[src/lrmrs_pkg.sv]
// lrmrs_pkg: shared types and constants for the lidar roi min range stats unit
// no dependencies

package lrmrs_pkg;

	localparam int RANGE_BITS   = 16;
	localparam int ANGLE_BITS   = 16;
	localparam int COUNT_BITS   = 16;
	localparam int CORDIC_STEPS = 14;
	localparam int CW           = 18;   // cordic datapath width
	localparam int DIV_BITS     = 48;   // widest dividend (square total)
	localparam logic [CW-1:0] CORDIC_GAIN = CW'(9949);

	localparam logic [2:0] REG_START  = 3'd0;
	localparam logic [2:0] REG_STEP   = 3'd1;
	localparam logic [2:0] REG_XLOW   = 3'd2;
	localparam logic [2:0] REG_XHIGH  = 3'd3;
	localparam logic [2:0] REG_YLOW   = 3'd4;
	localparam logic [2:0] REG_YHIGH  = 3'd5;

	typedef enum logic [3:0] {
		ST_IDLE,
		ST_CORDIC,
		ST_MUL,
		ST_CHECK,
		ST_ACC,
		ST_DIV_MEAN,
		ST_DIV_SQ,
		ST_MSQ,
		ST_FINISH,
		ST_OUT
	} state_t;

	function automatic logic [CW-1:0] atan_lut(input logic [3:0] i);
		logic [CW-1:0] v;
		case (i)
			4'd0:    v = CW'(8192);
			4'd1:    v = CW'(4836);
			4'd2:    v = CW'(2555);
			4'd3:    v = CW'(1297);
			4'd4:    v = CW'(651);
			4'd5:    v = CW'(326);
			4'd6:    v = CW'(163);
			4'd7:    v = CW'(81);
			4'd8:    v = CW'(41);
			4'd9:    v = CW'(20);
			4'd10:   v = CW'(10);
			4'd11:   v = CW'(5);
			4'd12:   v = CW'(3);
			4'd13:   v = CW'(1);
			default: v = '0;
		endcase
		return v;
	endfunction

endpackage

[src/lidar_roi_min_range_stats_unit.sv]
// lidar_roi_min_range_stats_unit: top level, beam geometry, region minimum and scan stats
// depends on lrmrs_pkg
//
// channel  direction  handshake        payload
// in       input      in_valid/in_stall  range_mm, scan_end
// out      output     out_valid/out_stall detected .. variance_mm2
// cfg      input      cfg_valid/cfg_ready cfg_index, cfg_data
//
// a beam is accepted in idle, then takes 14 cordic iterations, 16 shift-add
// multiply steps for x and y together and a region check; the time from one beam
// to the next is set by the cordic loop and the serial multiplier
// a scan_end beam adds the accumulate state, two 48-step restoring divides, a
// 16-step squaring and the finish and publish states
// reset clears control and accumulators; a held result does not block the next
// beam, but a scan_end beam waits in the check state until that result is taken

module lidar_roi_min_range_stats_unit (
	input  logic                clk,
	input  logic                arst_n,
	input  logic                in_valid,
	output logic                in_stall,
	input  logic [15:0]         range_mm,
	input  logic                scan_end,
	output logic                out_valid,
	input  logic                out_stall,
	output logic                detected,
	output logic [15:0]         scan_min_mm,
	output logic [15:0]         scan_count,
	output logic                stats_valid,
	output logic [15:0]         mean_mm,
	output logic [31:0]         variance_mm2,
	input  logic                cfg_valid,
	output logic                cfg_ready,
	input  logic [2:0]          cfg_index,
	input  logic [15:0]         cfg_data
);

	localparam int RB = lrmrs_pkg::RANGE_BITS;
	localparam int AB = lrmrs_pkg::ANGLE_BITS;
	localparam int CB = lrmrs_pkg::COUNT_BITS;
	localparam int CW = lrmrs_pkg::CW;
	localparam int DB = lrmrs_pkg::DIV_BITS;
	localparam int PW = RB + CW;            // product width

	// configuration registers
	logic [15:0] start_angle_q, angle_step_q;
	logic signed [15:0] x_low_q, x_high_q, y_low_q, y_high_q;

	// scan state
	logic [AB-1:0]  beam_angle_q;
	logic [RB-1:0]  running_min_q;
	logic           seen_q;
	logic [31:0]    range_total_q;
	logic [47:0]    square_total_q;
	logic [CB-1:0]  scans_q;

	lrmrs_pkg::state_t state_q, state_d;

	// beam working registers
	logic [RB-1:0]        r_q;
	logic                 end_q;
	logic                 flip_q;
	logic signed [CW-1:0] cx_q, cy_q, cz_q;
	logic [5:0]           step_q;
	// serial multiply: multiplier r shifts out one bit per cycle, both x and y
	logic [RB-1:0]        mr_q;
	logic signed [PW:0]   px_q, py_q;
	// serial divide and squaring
	logic [DB-1:0]        dq_q;     // dividend shifting into quotient
	logic [DB:0]          drem_q;   // partial remainder
	logic [31:0]          mean_q;
	logic [47:0]          q2_q;
	logic [31:0]          sqa_q;    // square multiplicand
	logic [15:0]          sqb_q;    // multiplier bits
	logic [63:0]          msq_q;

	logic in_acc, out_acc, res_full_q;

	assign cfg_ready = 1'b1;
	assign in_stall  = (state_q != lrmrs_pkg::ST_IDLE);
	assign in_acc    = in_valid && !in_stall;
	assign out_acc   = out_valid && !out_stall;
	assign out_valid = res_full_q;

	// cordic step combinational part
	logic signed [CW-1:0] dx, dy, at;
	assign dx = cy_q >>> step_q[3:0];
	assign dy = cx_q >>> step_q[3:0];
	assign at = lrmrs_pkg::atan_lut(step_q[3:0]);

	// phase fold at acceptance
	logic [AB-1:0] ang;
	logic [15:0]   ph, phf;
	logic          flip;
	assign ang  = AB'(start_angle_q) + beam_angle_q;
	assign ph   = 16'((24'(ang) << (24 - AB)) >> 8);
	assign flip = ph[15] ^ ph[14];
	assign phf  = flip ? (ph - 16'h8000) : ph;

	// signed cos/sin after flip
	logic signed [CW-1:0] cs, sn;
	assign cs = flip_q ? -cx_q : cx_q;
	assign sn = flip_q ? -cy_q : cy_q;

	// product add for serial multiply
	logic signed [PW:0] addx, addy;
	assign addx = mr_q[0] ? (PW+1)'(cx_q) <<< step_q[4:0] : '0;
	assign addy = mr_q[0] ? (PW+1)'(cy_q) <<< step_q[4:0] : '0;

	// region test on products (floor shift by 14)
	logic signed [PW-14:0] xm, ym;
	logic in_roi;
	assign xm = px_q[PW:14];
	assign ym = py_q[PW:14];
	assign in_roi = (xm >= (PW-13)'(x_low_q)) && (xm <= (PW-13)'(x_high_q))
		&& (ym >= (PW-13)'(y_low_q)) && (ym <= (PW-13)'(y_high_q));

	// saturating accumulate of the scan minimum
	logic          acc_en;
	logic [2*RB-1:0] min_sq;
	logic [32:0]   rt_sum;
	logic [48:0]   st_sum;
	logic [31:0]   rt_next;
	logic [47:0]   st_next;
	assign acc_en  = seen_q && (scans_q != '1);
	assign min_sq  = (2*RB)'(running_min_q) * (2*RB)'(running_min_q);
	assign rt_sum  = 33'(range_total_q) + 33'(running_min_q);
	assign st_sum  = 49'(square_total_q) + 49'(min_sq);
	assign rt_next = !acc_en ? range_total_q : (rt_sum[32] ? 32'hFFFF_FFFF : rt_sum[31:0]);
	assign st_next = !acc_en ? square_total_q
		: (st_sum[48] ? 48'hFFFF_FFFF_FFFF : st_sum[47:0]);

	// restoring divide step, divisor is scans_q
	logic [DB:0]   trial;
	logic [DB-1:0] quo;
	assign trial = {drem_q[DB-1:0], dq_q[DB-1]} - (DB+1)'(scans_q);
	assign quo   = {dq_q[DB-2:0], !trial[DB]};

	logic cnt_gt1;
	assign cnt_gt1 = (scans_q > CB'(1));

	always_comb begin
		state_d = state_q;
		case (state_q)
			lrmrs_pkg::ST_IDLE:     if (in_acc) state_d = lrmrs_pkg::ST_CORDIC;
			lrmrs_pkg::ST_CORDIC:   if (step_q == 6'(lrmrs_pkg::CORDIC_STEPS - 1))
				state_d = lrmrs_pkg::ST_MUL;
			lrmrs_pkg::ST_MUL:      if (step_q == 6'(RB - 1)) state_d = lrmrs_pkg::ST_CHECK;
			// a scan end waits here while the previous result is still held
			lrmrs_pkg::ST_CHECK: begin
				if (!end_q) state_d = lrmrs_pkg::ST_IDLE;
				else if (!res_full_q || out_acc) state_d = lrmrs_pkg::ST_ACC;
			end
			lrmrs_pkg::ST_ACC:      state_d = lrmrs_pkg::ST_DIV_MEAN;
			lrmrs_pkg::ST_DIV_MEAN: if (step_q == 6'(DB - 1)) state_d = lrmrs_pkg::ST_DIV_SQ;
			lrmrs_pkg::ST_DIV_SQ:   if (step_q == 6'(DB - 1)) state_d = lrmrs_pkg::ST_MSQ;
			lrmrs_pkg::ST_MSQ:      if (step_q == 6'd15) state_d = lrmrs_pkg::ST_FINISH;
			lrmrs_pkg::ST_FINISH:   state_d = lrmrs_pkg::ST_OUT;
			lrmrs_pkg::ST_OUT:      state_d = lrmrs_pkg::ST_IDLE;
			default:                state_d = lrmrs_pkg::ST_IDLE;
		endcase
	end

	always_ff @(posedge clk or negedge arst_n) begin
		if (!arst_n) begin
			state_q <= lrmrs_pkg::ST_IDLE;
		end else begin
			state_q <= state_d;
		end
	end

	// configuration writes
	always_ff @(posedge clk or negedge arst_n) begin
		if (!arst_n) begin
			start_angle_q <= 16'd0;
			angle_step_q  <= 16'd182;
			x_low_q       <= 16'sd100;
			x_high_q      <= 16'sd1000;
			y_low_q       <= -16'sd400;
			y_high_q      <= 16'sd400;
		end else if (cfg_valid && cfg_ready) begin
			case (cfg_index)
				lrmrs_pkg::REG_START: start_angle_q <= cfg_data;
				lrmrs_pkg::REG_STEP:  angle_step_q  <= cfg_data;
				lrmrs_pkg::REG_XLOW:  x_low_q       <= cfg_data;
				lrmrs_pkg::REG_XHIGH: x_high_q      <= cfg_data;
				lrmrs_pkg::REG_YLOW:  y_low_q       <= cfg_data;
				lrmrs_pkg::REG_YHIGH: y_high_q      <= cfg_data;
				default: ;
			endcase
		end
	end

	// datapath and scan state
	always_ff @(posedge clk or negedge arst_n) begin
		if (!arst_n) begin
			beam_angle_q   <= '0;
			running_min_q  <= '1;
			seen_q         <= 1'b0;
			range_total_q  <= '0;
			square_total_q <= '0;
			scans_q        <= '0;
			res_full_q     <= 1'b0;
			step_q         <= '0;
		end else begin
			if (out_acc) res_full_q <= 1'b0;
			case (state_q)
				lrmrs_pkg::ST_IDLE: begin
					if (in_acc) begin
						r_q          <= RB'(range_mm);
						end_q        <= scan_end;
						flip_q       <= flip;
						cx_q         <= lrmrs_pkg::CORDIC_GAIN;
						cy_q         <= '0;
						cz_q         <= CW'(signed'(phf));
						step_q       <= '0;
						beam_angle_q <= beam_angle_q + AB'(angle_step_q);
					end
				end
				lrmrs_pkg::ST_CORDIC: begin
					if (!cz_q[CW-1]) begin
						cx_q <= cx_q - dx; cy_q <= cy_q + dy; cz_q <= cz_q - at;
					end else begin
						cx_q <= cx_q + dx; cy_q <= cy_q - dy; cz_q <= cz_q + at;
					end
					if (step_q == 6'(lrmrs_pkg::CORDIC_STEPS - 1)) begin
						step_q <= '0;
						mr_q   <= r_q;
						px_q   <= '0;
						py_q   <= '0;
					end else begin
						step_q <= step_q + 6'd1;
					end
				end
				lrmrs_pkg::ST_MUL: begin
					// cx/cy hold final cordic values; apply fold sign on first step
					if (step_q == '0) begin
						cx_q <= cs; cy_q <= sn;
						px_q <= mr_q[0] ? (PW+1)'(cs) : '0;
						py_q <= mr_q[0] ? (PW+1)'(sn) : '0;
					end else begin
						px_q <= px_q + addx;
						py_q <= py_q + addy;
					end
					mr_q   <= mr_q >> 1;
					step_q <= (step_q == 6'(RB - 1)) ? '0 : step_q + 6'd1;
				end
				lrmrs_pkg::ST_CHECK: begin
					if (in_roi) begin
						seen_q <= 1'b1;
						if (r_q < running_min_q) running_min_q <= r_q;
					end
				end
				lrmrs_pkg::ST_ACC: begin
					detected       <= seen_q;
					scan_min_mm    <= seen_q ? 16'(running_min_q) : 16'd0;
					range_total_q  <= rt_next;
					square_total_q <= st_next;
					if (acc_en) scans_q <= scans_q + CB'(1);
					beam_angle_q  <= '0;
					running_min_q <= '1;
					seen_q        <= 1'b0;
					step_q        <= '0;
					drem_q        <= '0;
					// mean divide starts from the updated range total
					dq_q          <= DB'(rt_next);
				end
				lrmrs_pkg::ST_DIV_MEAN, lrmrs_pkg::ST_DIV_SQ: begin
					if (step_q == 6'(DB - 1)) begin
						step_q <= '0;
						drem_q <= '0;
						if (state_q == lrmrs_pkg::ST_DIV_MEAN) begin
							mean_q <= 32'(quo);
							dq_q   <= square_total_q;
						end else begin
							q2_q  <= quo;
							sqa_q <= mean_q;
							sqb_q <= 16'(mean_q);
							msq_q <= '0;
						end
					end else begin
						step_q <= step_q + 6'd1;
						drem_q <= trial[DB] ? {drem_q[DB-1:0], dq_q[DB-1]} : trial;
						dq_q   <= quo;
					end
				end
				lrmrs_pkg::ST_MSQ: begin
					// mean never exceeds 16 bits, the largest range, once a scan has been counted
					if (sqb_q[0]) msq_q <= msq_q + (64'(sqa_q) << step_q[3:0]);
					sqb_q  <= sqb_q >> 1;
					step_q <= (step_q == 6'd15) ? '0 : step_q + 6'd1;
				end
				lrmrs_pkg::ST_FINISH: begin
					scan_count  <= 16'(scans_q);
					stats_valid <= cnt_gt1;
					if (!cnt_gt1) begin
						mean_mm      <= '0;
						variance_mm2 <= '0;
					end else begin
						mean_mm <= (mean_q > 32'hFFFF) ? 16'hFFFF : 16'(mean_q);
						if (mean_q > 32'hFFFF || 64'(q2_q) <= msq_q)
							variance_mm2 <= (mean_q > 32'hFFFF && 64'(q2_q) > 64'h1_0000_0000)
								? 32'hFFFF_FFFF : 32'd0;
						else if (64'(q2_q) - msq_q > 64'hFFFF_FFFF)
							variance_mm2 <= 32'hFFFF_FFFF;
						else
							variance_mm2 <= 32'(64'(q2_q) - msq_q);
					end
				end
				lrmrs_pkg::ST_OUT: begin
					// result register is empty here, freed before the accumulate step
					res_full_q <= 1'b1;
				end
				default: ;
			endcase
		end
	end

`ifndef SYNTHESIS
	a_in_only_idle: assert property (@(posedge clk) disable iff (!arst_n)
		in_acc |-> state_q == lrmrs_pkg::ST_IDLE) else $error("beam taken while busy");
	a_count_mono: assert property (@(posedge clk) disable iff (!arst_n)
		scans_q >= $past(scans_q)) else $error("scan count went down");
	a_out_from_end: assert property (@(posedge clk) disable iff (!arst_n)
		$rose(res_full_q) |-> $past(state_q) == lrmrs_pkg::ST_OUT)
		else $error("result without scan end");
	a_out_hold: assert property (@(posedge clk) disable iff (!arst_n)
		out_valid && out_stall |=> out_valid && $stable(scan_count) && $stable(mean_mm)
		&& $stable(variance_mm2) && $stable(scan_min_mm))
		else $error("stalled result changed");
`endif

endmodule
[config.mk]
export PLATFORM = sky130hd
export DESIGN_NAME = lidar_roi_min_range_stats_unit
export DESIGN_NICKNAME = d
export VERILOG_FILES = /design/src/lrmrs_pkg.sv /design/src/lidar_roi_min_range_stats_unit.sv
export SDC_FILE = /design/constraint.sdc
export NUM_CORES = 2
export LEC_CHECK = 0
export CAP_MARGIN = 10
export CORE_ASPECT_RATIO = 1.75
export CORE_MARGIN = 2
export CORE_UTILIZATION = 45
export CTS_BUF_LIST = sky130_fd_sc_hd__clkbuf_16
export DETAILED_ROUTE_END_ITERATION = 10
export DONT_BUFFER_PORTS = 1
export PLACE_DENSITY = 0.61
export SLEW_MARGIN = 15
export SYNTH_ARGS = -nofsm -noshare
export SYNTH_HDL_FRONTEND = slang
export SYNTH_SLANG_ARGS = --single-unit
[constraint.sdc]
create_clock -name clk -period 13.1 [get_ports clk]
set_input_delay 2.62 -clock clk [delete_from_list [all_inputs] [get_ports clk]]
set_output_delay 2.62 -clock clk [all_outputs]
set_load 0.005 [all_outputs]
==> impl_metrics.env <==
export IMPL_postCtsHoldBufs=0
export IMPL_grt_start_max_net_pins=240
export IMPL_wl_met3_mm=7.849
export IMPL_finalWorstSetupSlack_ns=4.769
export IMPL_grt_usage_pct=26.64
export IMPL_crit_path_end_kind="flop"
export IMPL_r2r_start="running_min_q[6]"
export IMPL_rr_worst_depth=27
export IMPL_core_area_um2=137400
export IMPL_die_area_um2=141200
export IMPL_drt_total_wl_mm=190.0
export IMPL_post_route_period_util_pct=63.60
export IMPL_gp_congestion=0.9899
export IMPL_clkSlewWorstSetupHoldPaths_ns=0.07
export IMPL_ir_drop_v=0.0003597
export IMPL_die_w_um=285.0
export IMPL_ys_flop_type="edfxtp_1"
export IMPL_drt_pass1_iter_count=6
export IMPL_viasPerCell=5.902
export IMPL_rsz0062_at_grt="no"
export IMPL_syn_area_per_cell_um2=9.262
export IMPL_postCtsSetupRepairBufs=0
export IMPL_reg2reg_setup_slack_ns=4.77
export IMPL_final_nets=7295
export IMPL_run_status="complete, no violations"
export IMPL_utilization_pct=48.53
export IMPL_drive_above_1_share_pct=7.303
export IMPL_max_slew_margin_pct=20.37
export IMPL_cts_root_buf="clkbuf_16"
export IMPL_wl_per_cell_um=22.52
export IMPL_crit_start="running_min_q[6]"
export IMPL_grt_pass1_wl_mm=293.0
export IMPL_drt_drc_violations_left=0
export IMPL_cp_max_fo=14
export IMPL_setup_viol=0
export IMPL_whs_ns=0.4543
export IMPL_seq_area_frac_synth_pct=35.09
export IMPL_cts_made_buffers=77
export IMPL_htreeDepth=3
export IMPL_ys_ff_latch=764
export IMPL_synth_edff_count=528
export IMPL_syn_to_final_growth_pct=7.248
export IMPL_drtAntennaViolNets=0
export IMPL_skew_ns=0.04164
export IMPL_maxSlewViolCount=0
export IMPL_synth_cell_types=91
export IMPL_tns_ns=0
export IMPL_place_ws_ns=4.871
export IMPL_critPathLaunchType="flop"
export IMPL_crit_slowest_cell="dfstp_2"
export IMPL_placement_io_buffers=0
export IMPL_drt_iter0_markers=3161
export IMPL_leakagePower_nw=28.07
export IMPL_cts_sinks=764
export IMPL_fmax_mhz=120.0
export IMPL_crit_path_end="square_total_q[45]"
export IMPL_async_flop_share_pct=30.89
export IMPL_overflow=0
export IMPL_cts_buffer_depth=3
export IMPL_cts_tree="done"
export IMPL_cp_required_ns=13.72
export IMPL_final_common_cell="nand2_1"
export IMPL_min_period_ns=8.331
export IMPL_dr_wl_met2_mm=101.1
export IMPL_power_mw=18.75
export IMPL_initial_core_util_pct=45.25
export IMPL_syn_inst=6712
export IMPL_power_density_nw_per_um2=281.2
export IMPL_final_cell_mix="627 x nand2_1, 618 x inv_1, 577 x nor2_1, 528 x edfxtp_1, 497 x ha_1"
export IMPL_via_count=49790
export IMPL_timing_max_cap_violations=0
export IMPL_syn_nets=7455
export IMPL_worst_pin_slew_ns=1.188
export IMPL_io_pins=126
export IMPL_critPathMaxStageDelay_ns=0.82
export IMPL_hold_class="flop to flop"
export IMPL_yosys_warnings=0
export IMPL_reg2reg_to="square_total_q[45]"
export IMPL_netlist_area_um2=62160
export IMPL_grt_pass1_vias=50510
export IMPL_die_h_um=495.7
export IMPL_m1WireLength_mm=69.59
export IMPL_finalHoldViolations=0
export IMPL_cts_resized=0
export IMPL_arrival_ns=8.95
export IMPL_fill_cells=13060
export IMPL_clk_latency_ns=0.70
export IMPL_antenna_found_initial=4
export IMPL_highest_layer="met5"
export IMPL_row_count=180
export IMPL_dp_hpwl_mm=146.0
export IMPL_critPathKind="flop to flop"
## critical path: cells and delay by family, from the launching register on
family	cells	cell delay [ns]
DFF	1	0.82
buffers and inverters	7	0.69
AOI/OAI and AO/OA	6	1.44
adders and majority gates	7	3.45
and+or+nand+nor	7	1.84
## where the power goes
part           switching (mW)  internal [mW]  leakage (nW)  total [mW]
Clock                    1.08           1.33          1.31        2.41
Combinational            7.50           5.03          18.9        12.5
Sequential              0.560           3.24          7.87        3.80
Total                    9.14           9.61          28.1        18.7
## per-layer routing
layer,GRT usage [%],up-vias
met5,0,-
met4,14.67,2
met3,2.975,471
met2,50.36,1303
met1,28.77,24500
li1,-,23520
## sequential cells by signal, indices dropped and copies added (netlist names), 32 cells and up
register	count
msq_q	64
dq_q	48
drem_q	48
q2_q	48
square_total_q	48
px_q	35
py_q	35
mean_q	32
range_total_q	32
sqa_q	32
variance_mm2	32
## metrics by stage
step           std cells  cell area (um^2)
2_1_floorplan       6712             62160
3_3_place_gp        8293             63980
3_5_place_dp        8293             63980
4_1_cts             8434             66650
5_1_grt             8435             66670
6_report            8436             66670
## cell type report
class	count	area [um^2]	area share, %
Multi-Input combinational cell	5023	37050	55.58
Sequential cell	764	21830	32.74
Inverter	616	2312	3.468
Tap cell	1820	2277	3.416
Clock buffer	79	1977	2.965
Clock inverter	62	689.4	1.034
Timing Repair Buffer	70	525.5	0.7882
Antenna cell	2	5.005	0.007507
## cells in the mapped netlist (all sizes together) (43+ instances only)
cell type,instances,area [um^2]
a211oi,49,367.9
a21o,141,1059
a21oi,466,2332
a31oi,114,713.2
and2,83,519.3
and3,76,475.5
buf,50,211.5
clkbuf,259,972.2
dfrtp,193,4830
dfstp,43,1130
edfxtp,528,15860
fa,205,4104
ha,497,6218
inv,612,2297
mux2,115,1295
mux2i,113,1131
mux4,53,1194
nand2,628,2357
nand2b,68,425.4
nand3,137,685.7
nand4,72,450.4
nor2,583,2207
nor2b,84,525.5
nor3,110,550.5
nor4,48,300.3
o211ai,45,337.8
o21a,60,450.4
o21ai,431,2161
o22ai,56,350.3
or3,58,377.9
xnor2,212,1857
xor2,182,1594
## cell families after synthesis
group	count (synthesis)	synth area share (%)
xor+xnor	394	5.551
compound gates	1632	16.18
flops	764	35.09
other cells	1	0.006032
mux	281	5.823
fa+ha+maj	702	16.61
buf+inv	925	5.624
simple gates	2013	15.12
## worst min path at each step
stage	start	to	slack, ns	depth (start not counted)
finish	mean_q[19]	sqa_q[19]	0.45	0
global route	mean_q[19]	sqa_q[19]	0.46	0
CTS	mean_q[27]	sqa_q[27]	0.45	0
detailed placement	mean_q[19]	sqa_q[19]	0.44	0
global placement	mean_q[20]	sqa_q[20]	0.43	0
floorplan	dq_q[31]	q2_q[32]	0.43	0
No activity file was read; power rests on OpenSTA's default activity.
